$ cat src/rtl/assert_macros.svh
// Assertion macros shared by the distance scanner RTL.
`ifndef ASSERT_MACROS_SVH
`define ASSERT_MACROS_SVH

// Property that must hold at every clock edge outside reset.
`define DSS_ASSERT(lbl, prop, msg) \
  lbl: assert property (@(posedge clk) disable iff (!rst_n) (prop)) else $error(msg);

// Property whose consequent must hold in the cycle after the antecedent.
`define DSS_ASSERT_NXT(lbl, ante, cons, msg) \
  lbl: assert property (@(posedge clk) disable iff (!rst_n) (ante) |=> (cons)) else $error(msg);

`endif

$ cat src/rtl/dss_pkg.sv
// Package with types, constants and glyph functions of the distance scanner.
package dss_pkg;

  localparam int BAR_STEP      = 500;
  localparam int NUM_POSITIONS = 7;
  localparam int POS_W         = 3;
  localparam int NUM_DIGITS    = 5;
  localparam int FRONT_STAGES  = NUM_DIGITS - 1;
  localparam int BAR_LEVELS    = 8;
  localparam int QUEUE_DEPTH   = 2;
  localparam int QUEUE_AW      = $clog2(QUEUE_DEPTH);
  localparam int QUEUE_CW      = $clog2(QUEUE_DEPTH + 1);

  localparam int POS_DP  = 1;
  localparam int POS_BAR = 6;

  localparam logic [15:0] TICKS_RESET = 16'd200;
  localparam logic [7:0]  BLANK       = 8'hFF;
  localparam logic [7:0]  DP_MASK     = 8'h7F;

  // x / 10 == (x * 52429) >> 19 holds for every 16-bit x.
  localparam logic [16:0] DIV10_MUL   = 17'd52429;
  localparam int          DIV10_SHIFT = 19;

  typedef enum logic {
    MODE_DISTANCE = 1'b0,
    MODE_TICK     = 1'b1
  } dss_mode_t;

  typedef struct packed {
    dss_mode_t                       mode;
    logic [15:0]                     quot;
    logic [NUM_DIGITS-2:0][3:0]      digits;
    logic [2:0]                      bar;
  } dss_stage_t;

  typedef struct packed {
    dss_mode_t                       mode;
    logic [NUM_DIGITS-1:0][3:0]      digits;
    logic [2:0]                      bar;
  } dss_item_t;

  typedef struct packed {
    logic      valid;
    dss_item_t item;
  } dss_head_t;

  function automatic logic [15:0] div10(input logic [15:0] v);
    logic [32:0] prod;
    prod = 33'(v) * 33'(DIV10_MUL);
    return prod[DIV10_SHIFT +: 16];
  endfunction

  function automatic logic [3:0] rem10(input logic [15:0] v, input logic [15:0] q);
    logic [15:0] r;
    r = v - ((q << 3) + (q << 1));
    return r[3:0];
  endfunction

  function automatic logic [7:0] digit_glyph(input logic [3:0] d);
    logic [7:0] g;
    unique case (d)
      4'd0:    g = 8'hC0;
      4'd1:    g = 8'hF9;
      4'd2:    g = 8'hA4;
      4'd3:    g = 8'hB0;
      4'd4:    g = 8'h99;
      4'd5:    g = 8'h92;
      4'd6:    g = 8'h82;
      4'd7:    g = 8'hF8;
      4'd8:    g = 8'h80;
      4'd9:    g = 8'h90;
      default: g = BLANK;
    endcase
    return g;
  endfunction

  function automatic logic [7:0] bar_glyph(input logic [2:0] idx);
    logic [7:0] g;
    unique case (idx)
      3'd0:    g = 8'h7F;
      3'd1:    g = 8'h3F;
      3'd2:    g = 8'h1F;
      3'd3:    g = 8'h0F;
      3'd4:    g = 8'h07;
      3'd5:    g = 8'h03;
      3'd6:    g = 8'h01;
      default: g = 8'h00;
    endcase
    return g;
  endfunction

endpackage

$ cat src/rtl/dss_front.sv
// Front end: accepts requests and splits distances into decimal digits over stages.
module dss_front import dss_pkg::*; (
  input  logic        clk,
  input  logic        rst_n,
  input  logic        in_valid,
  output logic        in_ready,
  input  logic        in_mode,
  input  logic [15:0] in_distance_value,
  output logic        dn_valid,
  input  logic        dn_ready,
  output dss_item_t   dn_item
);

  dss_stage_t                stage_r   [FRONT_STAGES];
  dss_stage_t                stage_nxt [FRONT_STAGES];
  logic [FRONT_STAGES-1:0]   valid_r;
  logic [FRONT_STAGES-1:0]   valid_nxt;
  logic [FRONT_STAGES-1:0]   stage_ready;

  // A stage takes new data when it is empty or its content moves on.
  always_comb begin
    stage_ready[FRONT_STAGES-1] = !valid_r[FRONT_STAGES-1] || dn_ready;
    for (int s = FRONT_STAGES - 2; s >= 0; s--) begin
      stage_ready[s] = !valid_r[s] || stage_ready[s+1];
    end
  end

  always_comb begin
    stage_nxt[0].mode      = dss_mode_t'(in_mode);
    stage_nxt[0].quot      = div10(in_distance_value);
    stage_nxt[0].digits    = '0;
    stage_nxt[0].digits[0] = rem10(in_distance_value, stage_nxt[0].quot);
    // Bar index is (d-1)/BAR_STEP clamped to the top level; zero gives level zero.
    stage_nxt[0].bar = '0;
    for (int i = 1; i < BAR_LEVELS; i++) begin
      if (17'(in_distance_value) > 17'(BAR_STEP * i)) begin
        stage_nxt[0].bar = 3'(i);
      end
    end
    for (int s = 1; s < FRONT_STAGES; s++) begin
      stage_nxt[s]           = stage_r[s-1];
      stage_nxt[s].quot      = div10(stage_r[s-1].quot);
      stage_nxt[s].digits[s] = rem10(stage_r[s-1].quot, stage_nxt[s].quot);
    end
  end

  always_comb begin
    valid_nxt[0] = stage_ready[0] ? in_valid : valid_r[0];
    for (int s = 1; s < FRONT_STAGES; s++) begin
      valid_nxt[s] = stage_ready[s] ? valid_r[s-1] : valid_r[s];
    end
  end

  always_ff @(posedge clk) begin
    if (!rst_n) begin
      valid_r <= '0;
    end else begin
      valid_r <= valid_nxt;
    end
  end

  always_ff @(posedge clk) begin
    for (int s = 0; s < FRONT_STAGES; s++) begin
      if (stage_ready[s]) begin
        stage_r[s] <= stage_nxt[s];
      end
    end
  end

  assign in_ready = stage_ready[0];
  assign dn_valid = valid_r[FRONT_STAGES-1];

  always_comb begin
    dn_item.mode                     = stage_r[FRONT_STAGES-1].mode;
    dn_item.bar                      = stage_r[FRONT_STAGES-1].bar;
    dn_item.digits[NUM_DIGITS-2:0]   = stage_r[FRONT_STAGES-1].digits;
    dn_item.digits[NUM_DIGITS-1]     = stage_r[FRONT_STAGES-1].quot[3:0];
  end

endmodule

$ cat src/rtl/dss_queue.sv
// Short queue between the front end and the display back end.
module dss_queue import dss_pkg::*; (
  input  logic      clk,
  input  logic      rst_n,
  input  logic      push_valid,
  output logic      push_ready,
  input  dss_item_t push_item,
  output dss_head_t head,
  input  logic      pop
);

  `include "assert_macros.svh"

  dss_item_t             mem_r [QUEUE_DEPTH];
  logic [QUEUE_AW-1:0]   wr_ptr_r, wr_ptr_nxt;
  logic [QUEUE_AW-1:0]   rd_ptr_r, rd_ptr_nxt;
  logic [QUEUE_CW-1:0]   count_r, count_nxt;
  logic                  push;

  assign push_ready = (count_r != QUEUE_CW'(QUEUE_DEPTH));
  assign push       = push_valid && push_ready;

  always_comb begin
    wr_ptr_nxt = wr_ptr_r;
    rd_ptr_nxt = rd_ptr_r;
    if (push) begin
      wr_ptr_nxt = (wr_ptr_r == QUEUE_AW'(QUEUE_DEPTH - 1)) ? '0 : wr_ptr_r + 1'b1;
    end
    if (pop) begin
      rd_ptr_nxt = (rd_ptr_r == QUEUE_AW'(QUEUE_DEPTH - 1)) ? '0 : rd_ptr_r + 1'b1;
    end
    count_nxt = count_r + QUEUE_CW'(push) - QUEUE_CW'(pop);
  end

  always_ff @(posedge clk) begin
    if (!rst_n) begin
      wr_ptr_r <= '0;
      rd_ptr_r <= '0;
      count_r  <= '0;
    end else begin
      wr_ptr_r <= wr_ptr_nxt;
      rd_ptr_r <= rd_ptr_nxt;
      count_r  <= count_nxt;
    end
  end

  always_ff @(posedge clk) begin
    if (push) begin
      mem_r[wr_ptr_r] <= push_item;
    end
  end

  assign head.valid = (count_r != '0);
  assign head.item  = mem_r[rd_ptr_r];

  `DSS_ASSERT(a_count_in_range, count_r <= QUEUE_CW'(QUEUE_DEPTH), "queue count above depth")
  `DSS_ASSERT(a_no_pop_empty, !pop || (count_r != '0), "pop from an empty queue")

endmodule

$ cat src/rtl/dss_back.sv
// Back end: updates the display bytes and drives one position per tick.
module dss_back import dss_pkg::*; (
  input  logic        clk,
  input  logic        rst_n,
  input  dss_head_t   head,
  output logic        pop,
  input  logic        cfg_wr_en,
  input  logic [15:0] cfg_wr_data,
  output logic        out_valid,
  input  logic        out_ready,
  output logic [2:0]  out_position_select,
  output logic [7:0]  out_segment_pattern,
  output logic        out_measure_request
);

  `include "assert_macros.svh"

  logic [7:0]        display_r   [NUM_POSITIONS];
  logic [7:0]        display_nxt [NUM_POSITIONS];
  logic [POS_W-1:0]  scan_pos_r, scan_pos_nxt;
  logic [15:0]       tick_count_r, tick_count_nxt;
  logic [15:0]       ticks_per_request_r;
  logic              out_valid_r, out_valid_nxt;
  logic [2:0]        out_pos_r, out_pos_nxt;
  logic [7:0]        out_seg_r, out_seg_nxt;
  logic              out_req_r, out_req_nxt;

  logic              is_tick, is_dist, tick_pop;
  logic [15:0]       count_inc;
  logic              req_hit;
  logic [NUM_DIGITS-1:0] shown;

  assign is_tick  = head.valid && (head.item.mode == MODE_TICK);
  assign is_dist  = head.valid && (head.item.mode == MODE_DISTANCE);
  assign pop      = is_dist || (is_tick && (!out_valid_r || out_ready));
  assign tick_pop = is_tick && pop;

  assign count_inc = tick_count_r + 16'd1;
  assign req_hit   = (count_inc >= ticks_per_request_r);

  // A digit is shown when it or any higher digit is nonzero; digit 0 always shows.
  always_comb begin
    shown[NUM_DIGITS-1] = (head.item.digits[NUM_DIGITS-1] != 4'd0);
    for (int k = NUM_DIGITS - 2; k >= 1; k--) begin
      shown[k] = shown[k+1] || (head.item.digits[k] != 4'd0);
    end
    shown[0] = 1'b1;
  end

  always_comb begin
    for (int p = 0; p < NUM_POSITIONS; p++) begin
      display_nxt[p] = display_r[p];
    end
    if (is_dist) begin
      for (int k = 0; k < NUM_DIGITS; k++) begin
        display_nxt[k] = shown[k] ? digit_glyph(head.item.digits[k]) : BLANK;
      end
      display_nxt[POS_DP]  = display_nxt[POS_DP] & DP_MASK;
      display_nxt[POS_BAR] = bar_glyph(head.item.bar);
    end
  end

  always_comb begin
    scan_pos_nxt   = scan_pos_r;
    tick_count_nxt = tick_count_r;
    out_valid_nxt  = out_valid_r && !out_ready;
    out_pos_nxt    = out_pos_r;
    out_seg_nxt    = out_seg_r;
    out_req_nxt    = out_req_r;
    if (tick_pop) begin
      scan_pos_nxt   = (scan_pos_r < POS_W'(NUM_POSITIONS - 1)) ? scan_pos_r + 1'b1 : '0;
      tick_count_nxt = req_hit ? '0 : count_inc;
      out_valid_nxt  = 1'b1;
      out_pos_nxt    = scan_pos_r;
      out_seg_nxt    = display_r[scan_pos_r];
      out_req_nxt    = req_hit;
    end
  end

  always_ff @(posedge clk) begin
    if (!rst_n) begin
      for (int p = 0; p < NUM_POSITIONS; p++) begin
        display_r[p] <= BLANK;
      end
      scan_pos_r          <= '0;
      tick_count_r        <= '0;
      ticks_per_request_r <= TICKS_RESET;
      out_valid_r         <= 1'b0;
    end else begin
      for (int p = 0; p < NUM_POSITIONS; p++) begin
        display_r[p] <= display_nxt[p];
      end
      scan_pos_r   <= scan_pos_nxt;
      tick_count_r <= tick_count_nxt;
      out_valid_r  <= out_valid_nxt;
      if (cfg_wr_en) begin
        ticks_per_request_r <= cfg_wr_data;
      end
    end
  end

  always_ff @(posedge clk) begin
    out_pos_r <= out_pos_nxt;
    out_seg_r <= out_seg_nxt;
    out_req_r <= out_req_nxt;
  end

  assign out_valid           = out_valid_r;
  assign out_position_select = out_pos_r;
  assign out_segment_pattern = out_seg_r;
  assign out_measure_request = out_req_r;

  `DSS_ASSERT(a_scan_in_range, scan_pos_r <= POS_W'(NUM_POSITIONS - 1), "scan position out of range")
  `DSS_ASSERT_NXT(a_req_clears_count, tick_pop && req_hit, tick_count_r == '0, "request left count set")

endmodule

$ cat src/rtl/distance_seven_segment_scanner_unit.sv
// Top level of the distance scanner for a multiplexed seven-segment display.
//
//   Channel  Direction  Handshake             Payload
//   in_      input      in_valid / in_ready   in_mode, in_distance_value
//   out_     output     out_valid / out_ready position, pattern, request
//   cfg_     input      cfg_wr_en             cfg_wr_data (ticks per request)
//
// One request is accepted per cycle while in_ready is high; each passes the digit split
// stages (one divide by ten per stage) and the two-entry queue, and a tick
// shows its result in the cycle after the back end takes it.
// Reset is synchronous on rst_n; all positions read blank afterwards.
// A stalled output holds one result while the queue and stages keep filling.
module distance_seven_segment_scanner_unit import dss_pkg::*; (
  input  logic        clk,
  input  logic        rst_n,
  input  logic        in_valid,
  output logic        in_ready,
  input  logic        in_mode,
  input  logic [15:0] in_distance_value,
  output logic        out_valid,
  input  logic        out_ready,
  output logic [2:0]  out_position_select,
  output logic [7:0]  out_segment_pattern,
  output logic        out_measure_request,
  input  logic        cfg_wr_en,
  input  logic [15:0] cfg_wr_data
);

  logic      fq_valid;
  logic      fq_ready;
  dss_item_t fq_item;
  dss_head_t q_head;
  logic      q_pop;

  dss_front u_front (
    .clk               (clk),
    .rst_n             (rst_n),
    .in_valid          (in_valid),
    .in_ready          (in_ready),
    .in_mode           (in_mode),
    .in_distance_value (in_distance_value),
    .dn_valid          (fq_valid),
    .dn_ready          (fq_ready),
    .dn_item           (fq_item)
  );

  dss_queue u_queue (
    .clk        (clk),
    .rst_n      (rst_n),
    .push_valid (fq_valid),
    .push_ready (fq_ready),
    .push_item  (fq_item),
    .head       (q_head),
    .pop        (q_pop)
  );

  dss_back u_back (
    .clk                 (clk),
    .rst_n               (rst_n),
    .head                (q_head),
    .pop                 (q_pop),
    .cfg_wr_en           (cfg_wr_en),
    .cfg_wr_data         (cfg_wr_data),
    .out_valid           (out_valid),
    .out_ready           (out_ready),
    .out_position_select (out_position_select),
    .out_segment_pattern (out_segment_pattern),
    .out_measure_request (out_measure_request)
  );

endmodule
$ cat config.mk
export PLATFORM = sky130hd
export DESIGN_NAME = distance_seven_segment_scanner_unit
export DESIGN_NICKNAME = d
export VERILOG_FILES = /design/src/rtl/dss_pkg.sv /design/src/rtl/dss_front.sv /design/src/rtl/dss_queue.sv /design/src/rtl/dss_back.sv /design/src/rtl/distance_seven_segment_scanner_unit.sv
export VERILOG_INCLUDE_DIRS = /design/src /design/src/rtl
export SDC_FILE = /design/constraint.sdc
export NUM_CORES = 1
export LEC_CHECK = 0
export BUFFER_PORTS_ARGS = -buffer_cell sky130_fd_sc_hd__buf_2
export CAP_MARGIN = 0
export CORE_AREA = 5 5 127 129
export CTS_BUF_LIST = sky130_fd_sc_hd__clkbuf_4
export DETAILED_ROUTE_END_ITERATION = 7
export DIE_AREA = 0 0 132 134
export MAX_ROUTING_LAYER = met4
export PLACE_DENSITY = 0.48
export SLEW_MARGIN = 20
export SYNTH_ARGS = -nofsm -noshare
export SYNTH_HDL_FRONTEND = slang
export SYNTH_SLANG_ARGS = --single-unit
$ cat constraint.sdc
create_clock -name clk -period 4.2 [get_ports clk]
set_clock_uncertainty 0.15 [all_clocks]
set_input_delay 0.42 -clock clk [delete_from_list [all_inputs] [get_ports clk]]
set_output_delay 0.42 -clock clk [all_outputs]
set_load 0.005 [all_outputs]
Word-level counts from Yosys, hierarchy flattened

Memories as Yosys holds them, arrays and structs flattened. A register that Yosys moved wholly into a read port is not among the register bits.
Cells that the tools add are included.

Register bits: 48
Memories kept: 8
Input port bits: 38
ROM bits: 560
Latch bits: 0
Memory bits (writable): 236
Logic and storage cells: 126
Output and inout port bits: 14

Reductions and logical operators: 29
Add/subtract/negate cells: 6
Equality and inequality tests: 9
Mux-type cells: 40
$lt $le $gt $ge: 9
Bitwise gates (word level): 8
Multiply operators: 4
Shift operators: 0
Div/mod/pow operators: 0

Memory list:

| memory           | depth | bits a word | read ports | clocked after Yosys merged registers in | wr ports | line            | source |
|---|---|---|---|---|---|---|---|
| u_front.stage_r  | 4     | 33          | 4          | 0                                       | 4        | dss_front.sv:14 | `dss_stage_t stage_r [FRONT_STAGES];` |
| (name not given) | 16    | 7           | 1          | 0                                       | 0        | dss_pkg.sv:62   | `unique case (d)` |
| (name not given) | 16    | 7           | 1          | 0                                       | 0        | dss_pkg.sv:62   |  |
| (name not given) | 16    | 7           | 1          | 0                                       | 0        | dss_pkg.sv:62   |  |
| (name not given) | 16    | 7           | 1          | 0                                       | 0        | dss_pkg.sv:62   |  |
| (name not given) | 16    | 7           | 1          | 0                                       | 0        | dss_pkg.sv:62   |  |
| +2 memories      | -     | -           | -          | -                                       | -        | -               |  |

Operators with widths:

| kind                                                                    | count |
|---|---|
| 16-bit by 16-bit multiplier with 32-bit output (second input constant)  | 4 |
| 8-bit two-way mux                                                       | 11 |
| 7-bit case mux with 7 select lines                                      | 1 |
| 16-bit by 12-bit > comparator with 1-bit output (second input constant) | 3 |
| 40-bit two-way mux                                                      | 1 |
| 16-bit by 11-bit > comparator with 1-bit output (second input constant) | 2 |
| 3-bit two-way mux                                                       | 7 |
| 1-bit two-way mux                                                       | 18 |
| 16-bit by 1-bit adder with 16-bit output (second input constant)        | 1 |
| 16-bit >= comparator                                                    | 1 |
| 16-bit by 10-bit > comparator with 1-bit output (second input constant) | 1 |
| 16-bit by 9-bit > comparator with 1-bit output (second input constant)  | 1 |
| 16-bit two-way mux                                                      | 1 |
| 4-bit nonzero test                                                      | 4 |
| 3-bit == test (second input constant)                                   | 3 |
| 1-bit logical OR                                                        | 9 |
| 7-bit two-way mux                                                       | 1 |
| 1-bit bitwise OR                                                        | 7 |
| 3-bit by 2-bit == test with 1-bit output (second input constant)        | 2 |
| 1-bit logical AND                                                       | 6 |
| 1-bit logical NOT                                                       | 6 |
| 2-bit AND reduction                                                     | 2 |
| 3-bit by 1-bit adder with 3-bit output (second input constant)          | 1 |
| 3-bit by 1-bit == test with 1-bit output (second input constant)        | 1 |
| other kinds (10)                                                        | 11 |

Logic depth before layout (Yosys ltp)

Depth after elaboration: 8
Depth in mapped cells: 16
Mapped depth without buffers: 14

Cells and area by module

A second synthesis with hierarchy kept.

Cell total of the unflattened synthesis: 746
Area, all modules: 8351.8 um2

By module, submodules not included:

| module    | instances | sequential area each (um2) | area an instance (um2) | cells each |
|---|---|---|---|---|
| dss_back  | 1         | 2392.3                     | 5212.5                 | 535 |
| dss_queue | 1         | 1541.5                     | 1998.2                 | 103 |
| dss_front | 1         | 560.5                      | 1141.1                 | 108 |

Worst setup path before layout

No wires, ideal clock.

Kind: register to register
Start point: register u_back.tick_count_r[0]
End point: register u_back.tick_count_r[9]
Path buffers: 2
Stages on the path, launching flop included: 17
Arrival time: 2.993 ns
Period minus slack after synthesis: 3.258 ns
Path slack: 0.942 ns
Path through: dfxtp_1 > ha_1 > and4_1 > and2_1 > clkbuf_1 > nand2_1 > nor2_1 > xnor2_1 > inv_1 > ha_1 > nand4_1 > or3_1 > a211oi_1 > a2111o_1 > buf_6 > nor2_1 > o21a_1

Word-level cells in the longest chain between the ends: 3

RTL lines:

| what                                       | line           | source |
|---|---|---|
| start: declaration                         | dss_back.sv:21 | `logic [15:0] tick_count_r, tick_count_nxt;` |
| start signal: assignment                   | dss_back.sv:94 | `tick_count_r <= tick_count_nxt;` |
| 16-bit by 1-bit adder with 16-bit output * | dss_back.sv:38 | `assign count_inc = tick_count_r + 16'd1;` |
| 16-bit >= comparator                       | dss_back.sv:39 | `assign req_hit = (count_inc >= ticks_per_request_r);` |
| 16-bit two-way mux *                       | dss_back.sv:72 | `tick_count_nxt = req_hit ? '0 : count_inc;` |

Mark *: on every way between the ends. The rest lies on a longest branch, timed or not.
A chain may end at the register's enable or synchronous reset.

Final worst setup path

Start point: register u_back.tick_count_r[2]
End point: register u_back.tick_count_r[5]

Same word-level chain as after synthesis.

==> qor.txt <==
Cell row count: 45
GP Congestion: 0.853
Starting Density: 29.0%
Cts repair resizes: 0
H-tree depth: 3
Final Cycle Share: 90.1%
CP cell instances: nand3_1 -> nor2_1 -> and3_1 -> and3_1 -> xnor2_1 -> inv_1 -> ha_1 -> nand4_1 -> or3_1 -> a211oi_1 -> a2111o_1 -> o21ai_0 -> a21o_1
Hold Fails Final Rpt: 0
Die area: 0.0177 mm²
Ys Warns: 0
CTS tree: done
Dpl cells: 640
Total number of vias: 3030
Via density: 4.58
Post-synth top cells: edfxtp_1, dfxtp_1, nor2_1
Layout net count: 525
Leakage: 0.00198 µW
Final Critical Period: 3.78 ns
Synthesized area: 0.00433 mm²
Crit path max-delay family: simple AND/OR/NAND/NOR gates
Total gr overflow: 0
Synth Register Bits: 94
Vias in the first global route: 3004
Worst EP required: 4.40 ns
HP Class: in -> reg
Setup violations, final: 0
Hold wc startpoint: cfg_wr_data[0]
Area grow syn2layout: 13.8%
Rel. slew slack: 36.3%
RSZ-0062 raised after global routing: false
Initial drt markers: 126
DIE HEIGHT: 134 µm
Mapped Avg Cell Area: 10.4 µm²
Crit path DAT: 3.99 ns
Clk slew on worst S/H paths: 0.13 ns
Cell variety after synth: 48
DR pass1 iterations: 4
R2r startpoint: u_back.tick_count_r[2]
Post-synth ARST share: 0%
Slowest CP cell: a2111o_1
Initial antenna violation count: 1
First-pass GRT wire length: 14000 µm
Clock sink count: 94
Wire per inst: 12.3 µm
Clock Path Buffers: 2
WS Path Type: reg -> reg
Final core utilization: 33.1%
Post-synth top area share: 33.3%
Clk root buf: clkbuf_4
Residual DRC: 0
Buffers on Ports: 51
Number of fill cells: 1536
Top_reg_cell synth: edfxtp_1
Critical-path maximum fanout: 15
Critical Path Start Type: flop
Worst-Margin Slew: 0.955 ns
Skew-Pair Late Insertion Delay: 0.45 ns
Cells after Synth: 417
Tot Pwr: 1970 µW
Max-slew violations: 0
Die width: 132 µm
Clock buffer count from CTS: 9
Worst path most repeated cell: and3_1
Final wirelength: 8150 µm
Sequential-to-total area share from yosys stat: 54.5%
CP startpoint: u_back.tick_count_r[2]
Setup TNS: 0 ns
Final ANT Viol Nets: 0
Peak VDD IR: 0.118 mV
Worst setup EP type: flop
Post-synth EDFFs: 48
Status: finished clean
Layout cells sized above 1: 15.7%
Cell Pwr Density: 400 mW/mm²
Non-Filler Instances: 661
DP HPWL: 6080 µm
Core ar.: 0.0149 mm²
Syn Nets: 475
Peak Freq: 264 MHz
Largest cells by area after synthesis: edfxtp_1, dfxtp_1, ha_1
Cell taking the most area after synthesis: edfxtp_1
Most numerous cell in the Yosys netlist: edfxtp_1
Largest net degree at the start of global routing: 30
Gr usage total: 9.94%
Max cap viols: 0
CP max stage delay: 0.51 ns
Crit path buffers/inverters: 1
I/O pin count: 52
## power by group
| part | internal [µW] | leakage, µW | switching, µW |
|---|---|---|---|
| Clock | 192 | 0.0000759 | 286 |
| Sequential | 1070 | 0.000795 | 51.6 |
| Combinational | 149 | 0.00111 | 220 |
| Total | 1410 | 0.00198 | 559 |
## final cells by class
class                      instances  area, µm²  share of cell area [%]
multi-input combinational        275       1780                    36.1
antenna                            1       2.50                  0.0507
inverter                          32        120                    2.44
clock buffer                      11       82.6                    1.67
timing repair buffer              55        295                    5.99
sequential                        94       2360                    47.9
tap                              188        235                    4.77
clock inverter                     5       51.3                    1.04
## worst min-delay path, stage by stage
cell and delay (ns):
buf_2 0.07, mux2i_1 0.05, nor2_1 0.07
## final timing paths
path | to | slack (ns) | cells past startpoint
max | u_back.tick_count_r[5] | 0.42 | 13
min reg2reg | u_front.stage_r[3][32] | 0.27 | 0
max reg2reg | u_back.tick_count_r[5] | 0.42 | 13
min | u_back.ticks_per_request_r[0] | 0.05 | 3
## routing by layer
metal  vias up  GRT usage [%]  share of wire, %
met5         -              -                 0
met4         0           3.60               1.8
met3        13           3.26               4.9
met2        74           14.7                43
met1      1366           12.7                50
li1       1577              -                 -
## what timing repair did
item,CTS,global route
hold endpoints to repair,3,1
setup buffers,0,0
hold buffers,3,1
## through the flow
stage / worst slack [ns] / hold WS, ns / cell area, µm²
after global placement: 0.532 / 0.252 / 4760
after detailed placement: 0.452 / 0.255 / 4760
after floorplan: 0.942 / 0.250 / 4330
after global routing: 0.0559 / 0.000214 / 4930
after CTS: 0.423 / 0.000555 / 4920
final: 0.417 / 0.0535 / 4930
## flip-flops by register name, summed over array words and instances, names as in the netlist, named ones only
name                        flops
u_back.display_r               13
u_back.out_measure_request      1
u_back.out_position_select      3
u_back.out_segment_pattern      8
u_back.out_valid                1
u_back.scan_pos_r               3
u_back.tick_count_r            16
u_back.ticks_per_request_r     16
u_front.stage_r                16
u_front.valid_r                 4
u_queue.count_r                 2
u_queue.mem_r                   8
u_queue.rd_ptr_r                1
u_queue.wr_ptr_r                1
## cells in the final DEF, fill, tap and decap left out, drive strengths merged, types with 4 or more instances in the layout
master       Yosys  final
ha              20     20
a21oi           16     16
xor2             5      5
clkbuf          13     11
nor2            44     44
dfxtp           46     46
xnor2           13     13
buf              3     51
a211oi           4      4
dlygate4sd3      0      4
o21a             8      8
o211ai           6      6
nand3           15     15
nand4            4      4
nand2           41     41
inv             32     32
o21ai           24     24
a21o             9      9
mux2i           16     16
edfxtp          48     48
clkinv           0      4
and3             9      9
## logic make-up after synthesis
family	Yosys count	share of synthesized area (%)
compound gates	77	11.4
xor+xnor	18	3.64
fa+ha+maj	20	5.77
buf+inv	48	4.36
flops	94	54.5
mux	19	4.47
simple gates	141	15.8
No activity file was read; power rests on OpenSTA's default activity.
